$ cat config.mk
export PLATFORM = sky130hd
export DESIGN_NAME = dtc_ctrl
export DESIGN_NICKNAME = d
export VERILOG_FILES = /design/src/design/decision_tree_classifier_macros.svh /design/src/design/dtc_pkg.sv /design/src/design/dtc_ctrl.sv
export SDC_FILE = /design/constraint.sdc
export NUM_CORES = 1
export LEC_CHECK = 0
export ABC_AREA = 1
export BUFFER_PORTS_ARGS = -buffer_cell sky130_fd_sc_hd__buf_2
export CELL_PAD_IN_SITES_DETAIL_PLACEMENT = 0
export CELL_PAD_IN_SITES_GLOBAL_PLACEMENT = 1
export CORE_AREA = 2 2 39 41
export DETAILED_ROUTE_END_ITERATION = 6
export DIE_AREA = 0 0 41 43
export GPL_ROUTABILITY_DRIVEN = 0
export PLACE_DENSITY_LB_ADDON = 0.3
export SLEW_MARGIN = 20
export SYNTH_ARGS = -nofsm -noshare
export SYNTH_HDL_FRONTEND = slang
export SYNTH_SLANG_ARGS = --single-unit
$ cat constraint.sdc
create_clock -name clk -period 1.41 [get_ports clk]
set_clock_uncertainty 0.1 [all_clocks]
set_input_delay 0.282 -clock clk [delete_from_list [all_inputs] [get_ports clk]]
set_output_delay 0.282 -clock clk [all_outputs]
set_load 0.005 [all_outputs]
$ cat src/design/decision_tree_classifier_macros.svh
// Assertion macros shared by the decision tree classifier.
`ifndef DECISION_TREE_CLASSIFIER_MACROS_SVH
`define DECISION_TREE_CLASSIFIER_MACROS_SVH

// Consequent must hold in the same cycle as the antecedent.
`define DTC_ASSERT_NOW(label, ante, cons, msg) \
	label: assert property (@(posedge clk) disable iff (!arst_n) (ante) |-> (cons)) \
		else $error(msg);

// Consequent must hold in the cycle after the antecedent.
`define DTC_ASSERT_NEXT(label, ante, cons, msg) \
	label: assert property (@(posedge clk) disable iff (!arst_n) (ante) |=> (cons)) \
		else $error(msg);

`endif

$ cat src/design/dtc_pkg.sv
// Types and constants shared by the decision tree classifier modules.
package dtc_pkg;

	// Operation codes carried by an input transaction.
	typedef enum logic [1:0] {
		OP_WRITE    = 2'd0,
		OP_CLASSIFY = 2'd1,
		OP_CLEAR    = 2'd2
	} op_t;

	// Result status codes.
	typedef enum logic [1:0] {
		ST_OK          = 2'd0,
		ST_NO_TREE     = 2'd1,
		ST_BAD_FEATURE = 2'd2,
		ST_STEP_LIMIT  = 2'd3
	} status_t;

	// Controller states.
	typedef enum logic {
		S_IDLE,
		S_WALK
	} state_t;

	// Class value given when there is no valid answer.
	localparam logic signed [8:0] CLASS_NONE = -9'sd1;

	// Width of one stored tree node.
	localparam int NODE_W = 45;

	// One entry of the node table.
	typedef struct packed {
		logic signed [8:0] first;
		logic signed [8:0] second;
		logic signed [8:0] cls;
		logic [7:0]        left;
		logic              left_p;
		logic [7:0]        right;
		logic              right_p;
	} node_t;

	// Commands from the controller to the datapath.
	typedef struct packed {
		logic node_wr;
		logic root_clr;
		logic start;
		logic rd_en;
		logic load_out;
	} cmd_t;

	// Status from the datapath to the controller.
	typedef struct packed {
		logic done;
	} sts_t;

endpackage

$ cat src/design/dtc_ctrl.sv
// Controller state machine for the decision tree classifier.
module dtc_ctrl (
	input  logic          clk,
	input  logic          arst_n,
	input  logic          in_valid,
	output logic          in_ready,
	input  logic [1:0]    operation,
	output logic          out_valid,
	input  logic          out_ready,
	input  dtc_pkg::sts_t sts,
	output dtc_pkg::cmd_t cmd
);
	import dtc_pkg::*;

	state_t state_q;
	state_t state_d;
	logic   out_valid_q;

	// State register.
	always_ff @(posedge clk or negedge arst_n) begin
		if (!arst_n) begin
			state_q <= S_IDLE;
		end else begin
			state_q <= state_d;
		end
	end

	// Next state and commands.
	always_comb begin
		state_d  = state_q;
		cmd      = '0;
		in_ready = 1'b0;
		unique case (state_q)
			S_IDLE: begin
				in_ready = 1'b1;
				if (in_valid) begin
					unique case (operation)
						OP_WRITE: begin
							cmd.node_wr = 1'b1;
						end
						OP_CLASSIFY: begin
							cmd.start = 1'b1;
							cmd.rd_en = 1'b1;
							state_d   = S_WALK;
						end
						OP_CLEAR: begin
							cmd.root_clr = 1'b1;
						end
						default: begin
						end
					endcase
				end
			end
			S_WALK: begin
				if (sts.done) begin
					// Finish once the output register can take the result.
					if (!out_valid_q || out_ready) begin
						cmd.load_out = 1'b1;
						state_d      = S_IDLE;
					end
				end else begin
					cmd.rd_en = 1'b1;
				end
			end
			default: begin
				state_d = S_IDLE;
			end
		endcase
	end

	// Output transaction valid flag.
	always_ff @(posedge clk or negedge arst_n) begin
		if (!arst_n) begin
			out_valid_q <= 1'b0;
		end else if (cmd.load_out) begin
			out_valid_q <= 1'b1;
		end else if (out_ready) begin
			out_valid_q <= 1'b0;
		end
	end

	assign out_valid = out_valid_q;

endmodule

* After elaboration in Yosys (flattened, before gate mapping)
Cells that the tools add are included.
Word-level totals: memories kept 0, word-level logic and storage cells 27, ROM bits 0, output and inout port bits 7, bits in registers 2, latch bits 0, bits in writable memories 0
Cells by class: shift operators 0, bitwise logic cells 1, multipliers 0, equal/unequal tests 2, div/mod/pow operators 0, muxes and demuxes 18, add/sub/neg operators 0, $lt $le $gt $ge 0, reduce and logical (&&, ||, !) cells 4
Operators by type and width (count):
- 1-bit 2-to-1 mux | 13
- 4-bit 2-to-1 mux | 1
- 1-bit one-hot mux with 2 select lines | 2
- 3-bit 2-to-1 mux | 1
- 2-bit by 1-bit == test with 1-bit output, second input constant | 1
- 2-bit == test, second input constant | 1
- 2-bit zero test | 1
- 2-bit 2-to-1 mux | 1
- 2-bit nonzero test | 1
- 1-bit zero test | 1
- 1-bit logical OR | 1
- 1-bit NOT | 1

* Depth between registers and ports, before layout
Gate-level depths: netlist of the first run.
depth in word-level cells 6, gate-level depth with buffers 5, depth with buffers taken out 5

* Worst setup path after synthesis of the first run
No wires, ideal clock.
path type register to output, start point reg state_q, end point out cmd[3] (netlist bit), arrival time 0.697 ns, stages on the path, launching flop included 6, slack 0.331 ns, cell sequence dfrtp_1 inv_2 nand2_4 inv_2 nand2_2 nor2_2
RTL lines:
- start: declaration | line dtc_ctrl.sv:15 | state_t state_q;
- start signal: assignment | line dtc_ctrl.sv:24 | state_q <= state_d;
- end: declaration | line dtc_ctrl.sv:11 | output dtc_pkg::cmd_t cmd

==> results of run 1 <==
-- stage by stage --
step                      util, %  TNS [ns]  worst slack (ns)  cells  area [um^2]
final                       21.43         0           0.01297     57        296.5
after global routing        21.43   -0.1090          -0.04762     57        296.5
after CTS                   20.07         0          0.001943     57        277.8
after detailed placement    16.64         0            0.1954     51        230.2
after global placement      16.64         0            0.1929     51        230.2
after floorplan                 -         0            0.3309     22        145.1
-- cell type report --
cell class / count / area (um^2)
fill: 154 / 1087
timing repair buffer: 16 / 96.34
multi-input combinational: 14 / 82.58
sequential: 2 / 50.05
inverter: 6 / 25.02
clock buffer: 3 / 22.52
tap: 16 / 20.02
-- state kept, by name, summed over array words and instances, names as in the netlist --
register,cells
out_valid,1
state_q,1
-- power breakdown --
part           switching (uW)  internal (uW)  leakage [uW]
Combinational            37.1           37.8      0.000148
Sequential               4.02           64.1     0.0000263
Clock                    32.2           93.9     0.0000138
-- placed cells by master (no fill, tap or decap), drive strengths merged --
cell type    netlist  final
buf                0     15
clkbuf             0      3
dfrtp              2      2
dlygate4sd3        0      1
inv                6      6
nand2              9      9
nor2               3      3
nor3               1      1
o21ai              1      1
-- worst max-delay path, cell delays in order (launching register included) --
cell and delay (ns):
dfrtp_1 0.38, inv_2 0.09, nand2_4 0.06, inv_4 0.06
nand2_2 0.04, nor2_2 0.06, buf_2 0.11
-- worst max-delay path by stage --
| stage | endpoint | slack [ns] | cells past startpoint |
|---|---|---|---|
| 2_1_floorplan | cmd[3] | 0.33 | 5 |
| 3_3_place_gp | cmd[3] | 0.19 | 6 |
| 3_5_place_dp | cmd[1] | 0.20 | 6 |
| 4_1_cts | cmd[1] | 0.002 | 6 |
| 5_1_grt | cmd[3] | -0.05 | 6 |
| 6_report | cmd[3] | 0.01 | 6 |
-- Yosys cell counts (all sizes together) --
| master | instances | share of area [%] |
|---|---|---|
| inv | 6 | 16 |
| nand2 | 9 | 32 |
| o21ai | 1 | 3.4 |
| nor2 | 3 | 11 |
| nor3 | 1 | 3.4 |
| dfrtp | 2 | 34 |
-- repair_timing --
action,4_1_cts,5_1_grt
endpoints found under the setup margin,4,4
pin swaps,0,1
hold endpoints to repair,2,0
setup buffers,2,0
hold buffers,1,0
resized for setup,0,6
-- cells by family (layout without fill, tap and decap cells) --
| family | count (synthesis) | count (layout) |
|---|---|---|
| buffers and inverters | 6 | 25 |
| flip-flops | 2 | 2 |
| AO/OA/AOI/OAI | 1 | 1 |
| AND/OR/NAND/NOR | 13 | 13 |
-- per-layer routing --
metal	routed length, um	vias up	track usage, %	share of wire [%]
met5	0	-	0	0
met4	7	0	6.000	1.6
met3	60	2	4.712	14
met2	154	13	7.500	36
met1	205	78	7.348	48
li1	-	100	-	-
==> out/metrics.cfg, run 1 <==
[status]
status = finished clean

[sta]
hold_viol = 0
fin_crit_sh_pct = 99.08
finalCriticalPeriod_ns = 1.397
max-slew-margin-rel_pct = 91.24
worst_hold_slack_ns = 0.2254
slew_viol_final = 0
max_freq_mhz = 715.8
setup_viol = 0
rsz0062_at_grt = true
worst_pin_slew_ns = 0.1304

[floorplanning]
fp.dieH_um = 43
die_w_um = 41
ios = 14
start_util_pct = 10.49
dieArea_um2 = 1763
core-area_um2 = 1384
fp-row-count = 14

[worst_hold_path]
min_to = out_valid$_DFFE_PN0P_
min_delay_path_depth = 3
hp-start = sts
hp-class = in2reg

[worst_setup_path]
worstPathArrival_ns = 1.02
crit_type = reg2out
crit_required_ns = 1.03
critPathMaxFanout = 2
r2r_start = state_q$_DFF_PN0_
critPathLaunchType = register
r2r_slack_ns = 0.54
r2r_cells = 3
endpoint_kind = output pin
reg2reg_to = out_valid$_DFFE_PN0P_
crit_start = state_q$_DFF_PN0_

[route]
via_per_inst = 3.386
drc_errors = 0
wl_per_cell_um = 7.509
first_pass_iters = 2
drt_wl_total_um = 428
drt_iter0_markers = 1
via_count = 193
antenna_left = 0

[synthesis]
syn-mean-instance-area_um2 = 6.597
ys_seq_area_share_pct = 34.48
syn_nets = 29
synth_fa_ha_area_share_pct = 0
synth_top_family_by_area = simple AND/OR/NAND/NOR gates
synth_xor_area_share_pct = 0
netlist_instances = 22
synthDistinctLibCells = 10
syn_area_um2 = 145.1
synthSimpleGateAreaFrac_pct = 46.55
muxShareOfSynthArea_pct = 0
ys_warn_count = 0
synth_compound_area_share_pct = 3.448
ys_seq_elements = 2

[placement]
io_buffers = 13
dpl.hpwl_um = 305.6

[final_layout]
antenna_cells = 0
fin_nets = 50
syn2layout_area_growth_pct = 104.3
drive_gt1_share_pct = 68.29

[global_route]
grt_pass1_vias = 179
grtUsageTotal_pct = 6.513
overflow = 0
antenna_found_initial = 0
grt_pass1_wl_um = 696
grt_max_degree = 4

[power_and_ir_drop]
vdd_drop_max_mv = 0.3490
power.total_uw = 268.9
p_leak_uw = 0.0001879
powerDensity_nw_per_um2 = 907.0

[clock_network]
clkTransAtPathRegs_ns = 0.03
root_buffer = clkbuf_4
clock_path_buffers = 2
numCtsBuffers = 3
clkLatencyLatePin_ns = 0.23
cts_max_level = 1
clock_sinks = 2
tritoncts = built

[run]
max_cap_violations = 0

Power figures use the tool's default switching activity.
==> inputs of run 2 (changes only) <==
==> constraint.sdc (replaced) <==
create_clock -name clk -period 1.7 [get_ports clk]
set_clock_uncertainty 0.1 [all_clocks]
set_input_delay 0.34 -clock clk [delete_from_list [all_inputs] [get_ports clk]]
set_output_delay 0.34 -clock clk [all_outputs]
set_load 0.005 [all_outputs]
==> run 2 against run 1 <==
Net effect:
- total power fell by 21%
- clock-buffer cell count did not move
- sequential share of layout area rose by 2.2 points
- critical endpoint is now cmd[1]
- largest cell class unchanged
- setup slack improved by 0.19 ns
- die area did not move
==> out/metrics.cfg, run 2 (synthesized netlist as in run 1, its figures left out) <==
[route]
first_pass_iters = 4
via_per_inst = 3.345
drt_wl_total_um = 379
drt_iter0_markers = 2
antenna_left = 0
wl_per_cell_um = 6.891
drc_errors = 0
via_count = 184

[final_layout]
final_util_pct = 18.99
final_common_cell = buf_2
fin_nets = 48
syn2layout_area_growth_pct = 81.03
layout_common_cells = 13 x buf_2, 6 x nand2_1, 4 x inv_1
drive_gt1_share_pct = 58.97
antenna_cells = 0

[worst_hold_path]
hp-class = in2reg

[global_route]
overflow = 0
grt_max_degree = 5
grt_pass1_vias = 162
grtUsageTotal_pct = 5.205
grt_pass1_wl_um = 586
antenna_found_initial = 0

[worst_setup_path]
critPathLaunchType = register
path_delay_family = flip-flops
critPathMaxFanout = 4
crit_chain = inv_2, nand2_4, inv_2, nand2_2, nand2_1, buf_2
slowest_stage = dfrtp_1
crit_buf_inv = 3
cpPeakStageDelay_ns = 0.40
cp_common_cell = inv_2
crit_required_ns = 1.26
endpoint_kind = output pin
crit_type = reg2out
worstPathArrival_ns = 1.05

[power_and_ir_drop]
vdd_drop_max_mv = 0.1531
powerDensity_nw_per_um2 = 809.6
p_leak_uw = 0.0001714

[clock_network]
cts_max_level = 1
tritoncts = built
clkLatencyLatePin_ns = 0.23
root_buffer = clkbuf_4
clkTransAtPathRegs_ns = 0.03
clock_sinks = 2
clock_path_buffers = 2
numCtsBuffers = 3

[sta]
max_freq_mhz = 669.3
rsz0062_at_grt = false
worst_slack_ns = 0.2059
setup_viol = 0
setup_tns_ns = 0
fin_crit_sh_pct = 87.89
finalCriticalPeriod_ns = 1.494
worst_pin_slew_ns = 0.1426
max-slew-margin-rel_pct = 90.42
hold_viol = 0
slew_viol_final = 0

[placement]
dpl.hpwl_um = 308.5
io_buffers = 13
pre_cts_ws_ns = 0.4342

[floorplanning]
core-area_um2 = 1384
fp-row-count = 14
dieArea_um2 = 1763
ios = 14
fp.dieH_um = 43
die_w_um = 41
start_util_pct = 10.49

[run]
max_cap_violations = 0

[status]
status = finished clean

-- run 2: repair_timing --
item / in CTS / in global routing
hold buffers: 1 / 0
setup buffers: 0 / 0
hold endpoints to repair: 2 / 0
resized for setup: 0 / 0
-- run 2: worst paths after layout --
path                       slack (ns)               endpoint  cells past startpoint                   from
max                              0.21                 cmd[1]                      6      state_q$_DFF_PN0_
min                              0.30      state_q$_DFF_PN0_                      4                    sts
max reg2reg                      0.80      state_q$_DFF_PN0_                      5      state_q$_DFF_PN0_
min reg2reg                      0.40  out_valid$_DFFE_PN0P_                      2  out_valid$_DFFE_PN0P_
max in group asynchronous        1.08  out_valid$_DFFE_PN0P_                      2                 arst_n
min in group asynchronous        0.32      state_q$_DFF_PN0_                      2                 arst_n
-- run 2: worst register-to-register path: cells and delay by family (launching register included) --
family	cells	cell delay, ns
buffers and inverters	2	0.17
flip-flops	1	0.40
AND/OR/NAND/NOR	3	0.17
-- run 2: metal layers --
layer  part of all wire (%)  wire length, um  GRT usage, %
met3                     19               72         4.712
met1                     50              188         6.688
met2                     31              118         5.938
met4                      0                0         2.000
met5                      0                0             0
-- run 2: through the flow --
step | cells | total power [uW] | instance area (um^2) | hold WS (ns)
after floorplan | 22 | 80.20 | 145.1 | -0.05559
after global routing | 55 | 234.7 | 262.8 | 0.3056
after CTS | 55 | 221.4 | 262.8 | 0.2890
after detailed placement | 51 | 104.1 | 230.2 | 0.02859
final | 55 | 212.7 | 262.8 | 0.2956
after global placement | 51 | 105.6 | 230.2 | 0.02700
-- run 2: final cells by class --
class	count	area [um^2]
Clock buffer	3	22.52
Tap cell	16	20.02
Multi-Input combinational cell	14	72.57
Fill cell	161	1121
Timing Repair Buffer	14	75.07
Sequential cell	2	50.05
Inverter	6	22.52
-- run 2: report_power, final --
part	internal [uW]	switching, uW	leakage, uW
sequential	53.1	3.44	0.0000263
clock	78.2	30.1	0.0000138
combinational	22.7	25.1	0.000131
